File: src/rtl/cbmt_pkg.sv
// Package for the counter bank with max tracking.
// Holds the sequencer state type, item mode and fault codes, and port field widths.
// No dependencies.
`timescale 1ns / 1ps
`default_nettype none

package cbmt_pkg;

  // Port field widths
  localparam int unsigned MODE_W  = 2;
  localparam int unsigned IDX_W   = 6;
  localparam int unsigned VALUE_W = 16;
  localparam int unsigned POP_W   = 7;
  localparam int unsigned FAULT_W = 2;

  // Largest population the result port can show
  localparam logic [POP_W-1:0] POP_SAT = '1;

  // Item modes
  localparam logic [MODE_W-1:0] MODE_INC  = 2'd0;
  localparam logic [MODE_W-1:0] MODE_DEC  = 2'd1;
  localparam logic [MODE_W-1:0] MODE_CLR  = 2'd2;
  localparam logic [MODE_W-1:0] MODE_READ = 2'd3;

  // Fault codes
  localparam logic [FAULT_W-1:0] FLT_OK   = 2'd0;
  localparam logic [FAULT_W-1:0] FLT_ZERO = 2'd1;
  localparam logic [FAULT_W-1:0] FLT_SAT  = 2'd2;

  typedef enum logic [2:0] {
    ST_CLEAR,
    ST_IDLE,
    ST_EXEC,
    ST_SCAN,
    ST_DONE
  } cbmt_state_t;

endpackage

`default_nettype wire

File: src/rtl/counter_bank_max_tracker.sv
// Counter bank with max tracking: top level, sequencer and shared compare unit.
// Depends on cbmt_pkg and cbmt_ram.
//
// Usage
//   Input channel (in_valid/in_ready, in_mode, in_index): one beat names a
//   counter and asks to increment (saturating), decrement (refused at zero),
//   clear it, or only read it. An index at or beyond NUM_COUNTERS changes
//   nothing and returns value 0.
//   Result channel (out_valid/out_ready): one beat per input beat, in order,
//   carrying the counter's new value, the bank maximum, how many counters hold
//   it (saturated at 127) and a fault code.
// Timing
//   Counters live in a RAM with registered read. A normal item goes through
//   read, execute/write and result load. When the sole counter at the
//   maximum is lowered, the bank is rescanned through one shared comparator,
//   one RAM read per cycle. One item is in work at a time.
// Reset
//   After rst_n the sequencer sweeps the RAM writing zero, one counter per
//   cycle, with in_ready low. Max is then 0 with a
//   population of NUM_COUNTERS.
// Stall
//   The result sits in an output register; the next item is accepted and
//   worked on while it waits, and only the result load waits for out_ready.
`timescale 1ns / 1ps
`default_nettype none

module counter_bank_max_tracker
  import cbmt_pkg::*;
#(
  parameter int unsigned NUM_COUNTERS = 64,
  parameter int unsigned COUNT_BITS   = 16
) (
  input  wire logic               clk,
  input  wire logic               rst_n,
  input  wire logic               in_valid,
  output logic                    in_ready,
  input  wire logic [MODE_W-1:0]  in_mode,
  input  wire logic [IDX_W-1:0]   in_index,
  output logic                    out_valid,
  input  wire logic               out_ready,
  output logic [VALUE_W-1:0]      out_value,
  output logic [VALUE_W-1:0]      out_max_value,
  output logic [POP_W-1:0]        out_max_population,
  output logic [FAULT_W-1:0]      out_fault
);

  localparam int unsigned AW  = $clog2(NUM_COUNTERS);
  localparam int unsigned PW  = $clog2(NUM_COUNTERS + 1);
  localparam int unsigned SCW = $clog2(NUM_COUNTERS + 1);
  localparam int unsigned XW  = (AW > IDX_W) ? AW : IDX_W;
  localparam int unsigned CXW = (COUNT_BITS > VALUE_W) ? COUNT_BITS : VALUE_W;
  localparam int unsigned PXW = (PW > POP_W) ? PW : POP_W;
  localparam logic [COUNT_BITS-1:0] CNT_TOP = '1;
  localparam logic [AW-1:0]  LAST_ADDR = AW'(NUM_COUNTERS - 1);
  localparam logic [SCW-1:0] SCAN_END  = SCW'(NUM_COUNTERS);
  localparam logic [PW-1:0]  POP_INIT  = PW'(NUM_COUNTERS);

  // ---------------------------------------------------------------------
  // Registers
  // ---------------------------------------------------------------------
  cbmt_state_t          state_r,     state_nxt;
  logic [AW-1:0]        clr_addr_r,  clr_addr_nxt;
  logic [MODE_W-1:0]    mode_r,      mode_nxt;
  logic [AW-1:0]        addr_r,      addr_nxt;
  logic                 in_range_r,  in_range_nxt;
  logic [COUNT_BITS-1:0] val_r,      val_nxt;
  logic [FAULT_W-1:0]   fault_r,     fault_nxt;
  logic [COUNT_BITS-1:0] max_r,      max_nxt;
  logic [PW-1:0]        pop_r,       pop_nxt;
  logic [SCW-1:0]       scan_cnt_r,  scan_cnt_nxt;
  logic                 scan_dv_r,   scan_dv_nxt;
  logic                 scan_last_r, scan_last_nxt;
  logic [COUNT_BITS-1:0] scan_max_r, scan_max_nxt;
  logic [PW-1:0]        scan_pop_r,  scan_pop_nxt;
  logic                 out_valid_r, out_valid_nxt;
  logic [VALUE_W-1:0]   out_value_r, out_value_nxt;
  logic [VALUE_W-1:0]   out_max_r,   out_max_nxt;
  logic [POP_W-1:0]     out_pop_r,   out_pop_nxt;
  logic [FAULT_W-1:0]   out_fault_r, out_fault_nxt;

  // RAM port signals
  logic                  ram_we;
  logic [AW-1:0]         ram_waddr;
  logic [COUNT_BITS-1:0] ram_wdata;
  logic [AW-1:0]         ram_raddr;
  logic [COUNT_BITS-1:0] ram_rdata;

  // Shared compare unit
  logic [COUNT_BITS-1:0] cmp_a, cmp_b;
  logic                  cmp_eq, cmp_gt;

  // Misc
  logic [XW-1:0]  idx_x;
  logic           idx_in_range;
  logic           in_fire;
  logic           out_free;
  logic [CXW-1:0] val_x;
  logic [CXW-1:0] max_x;
  logic [PXW-1:0] pop_x;

  cbmt_ram #(
    .WIDTH (COUNT_BITS),
    .DEPTH (NUM_COUNTERS)
  ) u_ram (
    .clk     (clk),
    .wr_en   (ram_we),
    .wr_addr (ram_waddr),
    .wr_data (ram_wdata),
    .rd_addr (ram_raddr),
    .rd_data (ram_rdata)
  );

  assign idx_x        = XW'(in_index);
  assign idx_in_range = (32'(in_index) < 32'(NUM_COUNTERS));
  assign in_ready     = (state_r == ST_IDLE);
  assign in_fire      = in_valid && in_ready;
  assign out_free     = !out_valid_r || out_ready;

  // One comparator: against the tracked max while executing, against the
  // running scan max while rescanning.
  always_comb begin
    if (state_r == ST_SCAN) begin
      cmp_a = ram_rdata;
      cmp_b = scan_max_r;
    end else begin
      cmp_a = ram_rdata;
      cmp_b = max_r;
    end
    cmp_eq = (cmp_a == cmp_b);
    cmp_gt = (cmp_a > cmp_b);
  end

  // Read address mux
  always_comb begin
    case (state_r)
      ST_IDLE: ram_raddr = idx_x[AW-1:0];
      ST_SCAN: ram_raddr = scan_cnt_r[AW-1:0];
      default: ram_raddr = addr_r;
    endcase
  end

  // Result formatting: narrow counters zero-extend, wide ones truncate
  assign val_x = CXW'(val_r);
  assign max_x = CXW'(max_r);
  assign pop_x = PXW'(pop_r);

  // ---------------------------------------------------------------------
  // Sequencer: next state and datapath
  // ---------------------------------------------------------------------
  always_comb begin
    logic [COUNT_BITS-1:0] c;
    logic lower;

    state_nxt     = state_r;
    clr_addr_nxt  = clr_addr_r;
    mode_nxt      = mode_r;
    addr_nxt      = addr_r;
    in_range_nxt  = in_range_r;
    val_nxt       = val_r;
    fault_nxt     = fault_r;
    max_nxt       = max_r;
    pop_nxt       = pop_r;
    scan_cnt_nxt  = scan_cnt_r;
    scan_dv_nxt   = 1'b0;
    scan_last_nxt = 1'b0;
    scan_max_nxt  = scan_max_r;
    scan_pop_nxt  = scan_pop_r;
    out_valid_nxt = out_valid_r && !out_ready;
    out_value_nxt = out_value_r;
    out_max_nxt   = out_max_r;
    out_pop_nxt   = out_pop_r;
    out_fault_nxt = out_fault_r;
    ram_we        = 1'b0;
    ram_waddr     = addr_r;
    ram_wdata     = '0;
    c             = ram_rdata;
    lower         = 1'b0;

    case (state_r)
      ST_CLEAR: begin
        ram_we       = 1'b1;
        ram_waddr    = clr_addr_r;
        clr_addr_nxt = clr_addr_r + AW'(1);
        if (clr_addr_r == LAST_ADDR) begin
          state_nxt = ST_IDLE;
        end
      end

      ST_IDLE: begin
        if (in_fire) begin
          mode_nxt     = in_mode;
          addr_nxt     = idx_x[AW-1:0];
          in_range_nxt = idx_in_range;
          state_nxt    = ST_EXEC;
        end
      end

      ST_EXEC: begin
        val_nxt   = c;
        fault_nxt = FLT_OK;
        state_nxt = ST_DONE;
        if (in_range_r) begin
          case (mode_r)
            MODE_INC: begin
              if (c == CNT_TOP) begin
                fault_nxt = FLT_SAT;
              end else begin
                val_nxt   = c + COUNT_BITS'(1);
                ram_we    = 1'b1;
                ram_wdata = c + COUNT_BITS'(1);
                if (cmp_eq) begin
                  max_nxt = c + COUNT_BITS'(1);
                  pop_nxt = PW'(1);
                end else if (c + COUNT_BITS'(1) == max_r) begin
                  pop_nxt = pop_r + PW'(1);
                end
              end
            end
            MODE_DEC: begin
              if (c == '0) begin
                fault_nxt = FLT_ZERO;
              end else begin
                val_nxt   = c - COUNT_BITS'(1);
                ram_we    = 1'b1;
                ram_wdata = c - COUNT_BITS'(1);
                lower     = 1'b1;
              end
            end
            MODE_CLR: begin
              if (c != '0) begin
                val_nxt   = '0;
                ram_we    = 1'b1;
                ram_wdata = '0;
                lower     = 1'b1;
              end
            end
            default: begin
            end
          endcase
        end else begin
          val_nxt = '0;
        end

        // Lowering a counter at the max: drop the population, or rescan
        // when it was the only one there.
        if (lower && cmp_eq) begin
          if (pop_r > PW'(1)) begin
            pop_nxt = pop_r - PW'(1);
          end else begin
            state_nxt    = ST_SCAN;
            scan_cnt_nxt = '0;
            scan_max_nxt = '0;
            scan_pop_nxt = '0;
          end
        end
      end

      ST_SCAN: begin
        // Issue one read per cycle; the RAM registers the data, and scan_dv_r marks it valid.
        if (scan_cnt_r != SCAN_END) begin
          scan_cnt_nxt  = scan_cnt_r + SCW'(1);
          scan_dv_nxt   = 1'b1;
          scan_last_nxt = (scan_cnt_r == SCAN_END - SCW'(1));
        end
        if (scan_dv_r) begin
          if (cmp_gt) begin
            scan_max_nxt = ram_rdata;
            scan_pop_nxt = PW'(1);
          end else if (cmp_eq) begin
            scan_pop_nxt = scan_pop_r + PW'(1);
          end
          if (scan_last_r) begin
            max_nxt   = scan_max_nxt;
            pop_nxt   = scan_pop_nxt;
            state_nxt = ST_DONE;
          end
        end
      end

      ST_DONE: begin
        if (out_free) begin
          out_valid_nxt = 1'b1;
          out_value_nxt = val_x[VALUE_W-1:0];
          out_max_nxt   = max_x[VALUE_W-1:0];
          out_pop_nxt   = (pop_x > PXW'(POP_SAT)) ? POP_SAT : pop_x[POP_W-1:0];
          out_fault_nxt = fault_r;
          state_nxt     = ST_IDLE;
        end
      end

      default: begin
        state_nxt = ST_IDLE;
      end
    endcase
  end

  // Control registers
  always_ff @(posedge clk) begin
    if (!rst_n) begin
      state_r     <= ST_CLEAR;
      clr_addr_r  <= '0;
      max_r       <= '0;
      pop_r       <= POP_INIT;
      scan_dv_r   <= 1'b0;
      scan_last_r <= 1'b0;
      out_valid_r <= 1'b0;
    end else begin
      state_r     <= state_nxt;
      clr_addr_r  <= clr_addr_nxt;
      max_r       <= max_nxt;
      pop_r       <= pop_nxt;
      scan_dv_r   <= scan_dv_nxt;
      scan_last_r <= scan_last_nxt;
      out_valid_r <= out_valid_nxt;
    end
  end

  // Payload registers
  always_ff @(posedge clk) begin
    mode_r      <= mode_nxt;
    addr_r      <= addr_nxt;
    in_range_r  <= in_range_nxt;
    val_r       <= val_nxt;
    fault_r     <= fault_nxt;
    scan_cnt_r  <= scan_cnt_nxt;
    scan_max_r  <= scan_max_nxt;
    scan_pop_r  <= scan_pop_nxt;
    out_value_r <= out_value_nxt;
    out_max_r   <= out_max_nxt;
    out_pop_r   <= out_pop_nxt;
    out_fault_r <= out_fault_nxt;
  end

  assign out_valid          = out_valid_r;
  assign out_value          = out_value_r;
  assign out_max_value      = out_max_r;
  assign out_max_population = out_pop_r;
  assign out_fault          = out_fault_r;

  // ---------------------------------------------------------------------
  // Assertions
  // ---------------------------------------------------------------------
  a_pop_nonzero: assert property (@(posedge clk) disable iff (!rst_n)
    (state_r == ST_IDLE) |-> (pop_r != '0))
    else $error("max population is zero while idle");

  a_accept_exec: assert property (@(posedge clk) disable iff (!rst_n)
    in_fire |=> (state_r == ST_EXEC))
    else $error("accepted item did not move to execute");

  a_scan_entry: assert property (@(posedge clk) disable iff (!rst_n)
    (state_r == ST_EXEC) && (state_nxt == ST_SCAN) |-> (pop_r == PW'(1)))
    else $error("rescan started with more than one counter at max");

  a_out_load: assert property (@(posedge clk) disable iff (!rst_n)
    (state_r == ST_DONE) && out_free |=> out_valid_r && (state_r == ST_IDLE))
    else $error("result load did not raise out_valid");

endmodule

`default_nettype wire

File: src/rtl/cbmt_ram.sv
// Generic simple dual-port RAM: one write port, one read port with registered data.
// No dependencies.
`timescale 1ns / 1ps
`default_nettype none

module cbmt_ram #(
  parameter int unsigned WIDTH = 16,
  parameter int unsigned DEPTH = 64
) (
  input  wire logic                     clk,
  input  wire logic                     wr_en,
  input  wire logic [$clog2(DEPTH)-1:0] wr_addr,
  input  wire logic [WIDTH-1:0]         wr_data,
  input  wire logic [$clog2(DEPTH)-1:0] rd_addr,
  output logic      [WIDTH-1:0]         rd_data
);

  logic [WIDTH-1:0] mem [DEPTH];

  always_ff @(posedge clk) begin
    if (wr_en) begin
      mem[wr_addr] <= wr_data;
    end
    rd_data <= mem[rd_addr];
  end

endmodule

`default_nettype wire
File: config.mk
export PLATFORM = sky130hd
export DESIGN_NAME = counter_bank_max_tracker
export DESIGN_NICKNAME = d
export VERILOG_FILES = /design/src/rtl/cbmt_pkg.sv /design/src/rtl/counter_bank_max_tracker.sv /design/src/rtl/cbmt_ram.sv
export SDC_FILE = /design/constraint.sdc
export NUM_CORES = 2
export LEC_CHECK = 0
export ABC_CLOCK_PERIOD_IN_PS = 6500
export BUFFER_PORTS_ARGS = -buffer_cell sky130_fd_sc_hd__buf_2
export CAP_MARGIN = 20
export CORE_ASPECT_RATIO = 0.75
export CORE_MARGIN = 3
export CORE_UTILIZATION = 43
export DETAILED_ROUTE_END_ITERATION = 10
export HOLD_SLACK_MARGIN = 0.1
export PLACE_DENSITY = 0.64
export SLEW_MARGIN = 15
export SYNTH_ARGS = -nofsm -noshare
export SYNTH_HDL_FRONTEND = slang
export SYNTH_SLANG_ARGS = --single-unit
File: constraint.sdc
create_clock -name clk -period 6.5 [get_ports clk]
set_input_delay 0.325 -clock clk [delete_from_list [all_inputs] [get_ports clk]]
set_output_delay 0.325 -clock clk [all_outputs]
set_load 0.005 [all_outputs]
Yosys cells after proc, flatten, opt, wreduce, memory -nomap -nowiden. Memories as Yosys holds them, arrays and structs flattened. A register that Yosys moved wholly into a read port is not among the register bits. Index checks and enable logic that the tools add are counted.

Add/subtract/negate cells: 7. $lt $le $gt $ge: 3. Eq/ne operators: 23. Mux-type cells: 62. Reductions and logical operators: 20.

Operators with widths (number): 16-bit two-way mux (16); 7-bit two-way mux (14); 16-bit one-hot mux with 2 select lines (3); 16-bit one-hot mux with 3 select lines (1); 7-bit one-hot mux with 2 select lines (3); 16-bit == test (2); 7-bit by 1-bit adder with 7-bit output, second input constant (3); 3-bit two-way mux (7); 16-bit by 1-bit adder with 16-bit output, second input constant (1); 16-bit == test, second input constant (1); 16-bit greater-than comparator (1); 16-bit zero test (1); 2-bit != test, second input constant (8); 16-bit nonzero test (1); 16-bit by 1-bit subtractor with 16-bit output, second input constant (1); 3-bit one-hot mux with 5 select lines (1); 6-bit one-hot mux with 2 select lines (1); 1-bit two-way mux (10); 4-bit AND reduction (2); 7-bit by 6-bit == test with 1-bit output, second input constant (1); 7-bit by 1-bit greater-than comparator with 1-bit output, second input constant (1); 7-bit greater-than comparator, second input constant (1); 7-bit != test, second input constant (1); 7-bit by 1-bit subtractor with 7-bit output, second input constant (1); other kinds (23) (33).

Flip-flop bits (word level): 132. RAM bits: 1024. Input bits: 12. Output and inout port bits: 43. Logic and storage cells: 134. Memories kept: 1.

Memories: u_ram.mem (words 64, width 16, read ports 1, clocked after Yosys merged registers in 1, write ports 1, RTL line cbmt_ram.sv:18) `logic [WIDTH-1:0] mem [DEPTH];`.

Longest topological paths before layout.
Word-level depth: 9. Mapped depth: 20. Gate-level depth less buffers: 14.

Hierarchy. Synthesis repeated with hierarchy kept, for this count alone.

Cells, all modules: 2707. Area total of the unflattened synthesis: 48355.1 um2.

By module, submodules not included: cbmt_ram (times used 1, cells each 1820, area an instance 39978.3 um2, sequential area each 31069.8 um2); counter_bank_max_tracker (times used 1, cells each 887, area an instance 8376.8 um2, sequential area each 3613.5 um2).

Worst setup path before layout. OpenSTA, ideal clock, no wires.

Path type: reg2reg. Start: register state_r[2]. End: register scan_max_r[12], data pin. Setup time: 266 ps. Arrival: 4520 ps. Required time: 6234 ps. Path slack: 1714 ps. Stages on the path, launching flop included: 20. Buffers on the path: 8. Period minus slack after synthesis: 4786 ps. Cell sequence: dfxtp_1 > nand2b_1 > clkbuf_1 > buf_2 > nor2_1 > clkbuf_1 > buf_1 > buf_1 > mux2i_1 > ha_1 > nand4_1 > or3_1 > nor3_1 > or2_2 > or2_2 > clkbuf_1 > clkbuf_1 > clkbuf_1 > mux2i_1 > nor2_1.

Cells in the longest elaborated chain, start to end: 6. Elaborated cells on any way between the ends: 7. Those cells by class: order compare: 1; eq/ne: 2; mux: 4.

RTL lines: start: declaration (RTL line counter_bank_max_tracker.sv:61) `cbmt_state_t state_r, state_nxt;`; start signal: assignment (RTL line counter_bank_max_tracker.sv:308) `state_r <= state_nxt;`; 3-bit by 2-bit == test with 1-bit output (RTL line counter_bank_max_tracker.sv:122, counter_bank_max_tracker.sv:179); 16-bit two-way mux (RTL line counter_bank_max_tracker.sv:122) `if (state_r == ST_SCAN) begin`; 16-bit greater-than comparator (RTL line counter_bank_max_tracker.sv:130) `cmp_gt = (cmp_a > cmp_b);`; 16-bit two-way mux (RTL line counter_bank_max_tracker.sv:266) `if (cmp_gt) begin`; 16-bit two-way mux (RTL line counter_bank_max_tracker.sv:265) `if (scan_dv_r) begin`; 16-bit one-hot mux with 2 select lines * (RTL line counter_bank_max_tracker.sv:179) `case (state_r)`; end signal: assignment (RTL line counter_bank_max_tracker.sv:326) `scan_max_r <= scan_max_nxt;`; end: declaration (RTL line counter_bank_max_tracker.sv:73) `logic [COUNT_BITS-1:0] scan_max_r, scan_max_nxt;`.

Every way passes the cells marked *; elsewhere a longest branch is shown, timed or not. The select of a mux whose other input is x is not followed. A chain may end at the register's enable or synchronous reset.

Worst setup path after layout.
Start: register u_ram.rd_data[1] (read register of u_ram.mem). End: register pop_r[6].

Cells in the longest elaborated chain, start to end: 9. Elaborated cells on any way between the ends: 23. Those cells by class: add/sub: 1; order compare: 1; eq/ne: 3; mux: 15; reduce/logical: 3.

RTL lines: start: declaration (RTL line cbmt_ram.sv:15) `output logic [WIDTH-1:0] rd_data`; 16-bit by 1-bit adder with 16-bit output (RTL line counter_bank_max_tracker.sv:214) `end else if (c + COUNT_BITS'(1) == max_r) begin`; 16-bit == test (RTL line counter_bank_max_tracker.sv:214); 7-bit two-way mux (RTL line counter_bank_max_tracker.sv:214); 7-bit two-way mux (RTL line counter_bank_max_tracker.sv:211) `if (cmp_eq) begin`; 7-bit two-way mux (RTL line counter_bank_max_tracker.sv:205) `if (c == CNT_TOP) begin`; 7-bit two-way mux (RTL line counter_bank_max_tracker.sv:203) `case (mode_r)`; 7-bit two-way mux (RTL line counter_bank_max_tracker.sv:247) `if (pop_r > PW'(1)) begin`; 7-bit two-way mux (RTL line counter_bank_max_tracker.sv:246) `if (lower && cmp_eq) begin`; 7-bit one-hot mux with 2 select lines * (RTL line counter_bank_max_tracker.sv:179); end signal: assignment (RTL line counter_bank_max_tracker.sv:311) `pop_r <= pop_nxt;`; end: declaration (RTL line counter_bank_max_tracker.sv:69) `logic [PW-1:0] pop_r, pop_nxt;`.

Marks and branches as above.

==> metrics.txt <==
worst IR drop on VDD=237.7 uV; Hold Crit Depth=2; Final nets=2861; mapped cell area=0.04809 mm^2; reg2reg start=u_ram.rd_data[1]$_DFF_P_; PnR worst setup slack=roughly 1.7 ns; Die H=between 200 and 300 um; crit end category=flop; first-pass GRT wire length=175.6 mm; top cells by area in the synthesized netlist=edfxtp_1, mux4_2, mux2i_1; Max Clock Freq=0.2076 GHz; Power Dens Cells=~270 mW/mm^2; DP HPWL=73.04 mm; Min-Delay Startpoint=in_index[1]; GPL Wtd Cong=0.8982; post-layout min period=~4.8 ns; Hold Crit Endpoint=addr_r[1]$_DFFE_PP_; clk sinks=1172; Clock transition at path regs=0.07 ns; YS warnings=0; Root Buffer Master=clkbuf_16; post-synthesis sequential area ratio=72.12%; outcome=finished clean; syn avg cell area=17.89 um^2; area leader, netlist=edfxtp_1; Worst-Margin Slew=~1.1 ns; Yosys cell types=72; Top FF cell, synth=edfxtp_1; drt initial violations=roughly 3100; gr ovfl total=0; pre-CTS WS=between 1.5 and 2 ns; syn_nets=around 2700; layout cells sized above 1=a little over a fifth; Final ANT Viol Nets=0; Synth Instances=about 2700; Worst Skew=0.04484 ns; reg2reg path depth=10; FF+latch count, synth=1172; Ports=55; critical path startpoint category=flop; ys async rst share=0%; total power=between 10 and 15 mW; Crit path arrival time=5.45 ns; final slew viol count=0; Worst EP required=7.13 ns; DRC=0; drt first pass iters=8; Post-synth top cells=edfxtp_1, mux4_2, nor2_1, a21oi_1, mux2i_1; Post-Route Setup TNS=0 ns; post-cts resize count=0; setup violators final=0; largest net degree at the start of global routing=129; WL final=between 100 and 150 mm; post-synth top area share=70.00%; Die W=392.2 um; worst hold slack=a little under 0.4 ns; fin util=between 40% and 50%; LEAKAGE=15.28 nW; FILL cells=8893; CTS buffer count=110; Final Hold Violating Endpoints=0; core area=around 0.11 mm^2; initial antenna violation count=0; Via Count=25943; Hold Crit Class=in -> reg; input/output buffers=54; area grow syn2layout=12.87%; RSZ-0062 raised after global routing=false; CTS tree=done; clk_lat worst skew=0.69 ns; Total GRT Usage=20.64%; vias in the first global route=around 25000; average routed wire per standard cell=27.55 um; Rows=105; maxcap violations=0; Initial Util=43.63%; fin crit share=74.09%; Post-synth EDFFs=~1100; CP max FO=14; worst reg2reg endpoint=pop_r[6]$_SDFFE_PN1P_; CTS max path bufs=3; full die area=between 0.1 and 0.15 mm^2; max_slew headroom=a little under 30%; DR vias/cell=5.958; most common cell in the netlist=edfxtp_1; Crit Path Class=reg -> reg; CTS H-tree depth=3; r2r setup slk=~1.7 ns
[cell families (layout without fill, tap and decap cells)]
kind of cell               Yosys count  after routing  share of synthesized area (%)
xor gates and xnor gates            32             32                         0.5828
adders and majority gates           32             32                         0.8325
other                                0              1                              0
AOI/OAI and AO/OA                  386            386                          5.149
and+or+nand+nor                    501            501                          5.276
buffers and inverters              192            413                          1.616
DFF                               1172           1172                          72.12
muxes                              373            373                          14.42
[layout by cell type (no fill, tap or decap), types with 7 or more instances in the layout]
cell type,instances
dfxtp_1,51
nor3_1,16
inv_1,20
nand4_1,16
nor2b_1,72
nand2b_1,11
clkinv_2,19
nand3b_1,11
clkinv_1,33
mux4_2,256
clkbuf_16,111
a21oi_1,126
xor2_1,15
and3_1,7
bufinv_16,7
o31ai_1,8
mux2i_1,117
a31oi_1,10
ha_1,32
dlygate4sd3_1,12
o22ai_1,12
nand2_1,109
xnor2_1,17
or3_1,16
nand3_1,31
edfxtp_1,1121
a21oi_4,7
buf_4,111
nor2_4,14
o21ai_0,60
clkbuf_1,18
a211oi_1,99
nor2_1,145
buf_12,8
buf_2,55
[registers in the layout (all words and copies together) (netlist names), 3 cells and up]
| name | cells |
|---|---|
| addr_r | 6 |
| clr_addr_r | 6 |
| max_r | 16 |
| out_max_population | 7 |
| out_max_value | 16 |
| out_value | 16 |
| pop_r | 7 |
| scan_cnt_r | 7 |
| scan_max_r | 16 |
| scan_pop_r | 7 |
| state_r | 3 |
| u_ram.mem | 1024 |
| u_ram.rd_data | 16 |
| val_r | 16 |
[metal layers]
layer  GRT usage (%)  part of all wire, %
met1           31.65                   44
met2           30.45                   45
met3           4.345                  8.6
met4           4.757                  2.0
met5               0                    0
[worst max-delay path by stage]
stage                                        start                      endpoint  slack [ns]  cells past startpoint
after floorplan            state_r[2]$_SDFFE_PN0P_  scan_max_r[12]$_SDFFCE_PN0P_        1.71                     19
after global placement     state_r[1]$_SDFFE_PN0P_  scan_max_r[10]$_SDFFCE_PN0P_        1.66                     10
after detailed placement   state_r[1]$_SDFFE_PN0P_   scan_max_r[8]$_SDFFCE_PN0P_        1.83                     11
after CTS                  state_r[1]$_SDFFE_PN0P_  scan_max_r[10]$_SDFFCE_PN0P_        1.82                     11
after global routing       state_r[1]$_SDFFE_PN0P_         max_r[7]$_SDFFE_PN0P_        1.45                     14
final                     u_ram.rd_data[1]$_DFF_P_         pop_r[6]$_SDFFE_PN1P_        1.68                     10
[final cells by class]
cell class | count | area [um^2] | area share, %
timing repair buffer | 187 | 1404 | 2.586
tap | 1444 | 1807 | 3.328
sequential | 1172 | 34680 | 63.90
antenna | 1 | 2.502 | 0.004610
clock inverter | 74 | 608.1 | 1.120
inverter | 22 | 82.58 | 0.1521
clock buffer | 130 | 2859 | 5.267
multi-input combinational | 1324 | 12830 | 23.65
[repair_timing]
action,CTS,global route
hold buffers,12,0
hold endpoints to repair,19,0
setup buffers,0,0
[worst max-delay path, stage by stage, from the launching register on]
cell     delay, ns
dfxtp_1       0.68
ha_1          0.48
nand3_1       0.31
nor4_2        0.67
nand2_1       0.29
xnor2_1       0.24
or3_1         0.58
or4_4         0.64
or4_1         0.49
a211o_1       0.30
nand3_1       0.07
[metrics by stage]
stage	instance area, um^2	instances
after floorplan	48090	2688
after global placement	50630	4133
after detailed placement	50650	4135
after CTS	54230	4351
after global routing	54280	4353
final	54280	4354
[power breakdown]
part           internal (mW)  switching [mW]  leakage (nW)
Clock                   3.42            2.77          1.68
Combinational         0.0319          0.0706          4.61
Sequential              8.19          0.0126          8.99
Note: power is estimated with default switching activity, not from simulation.
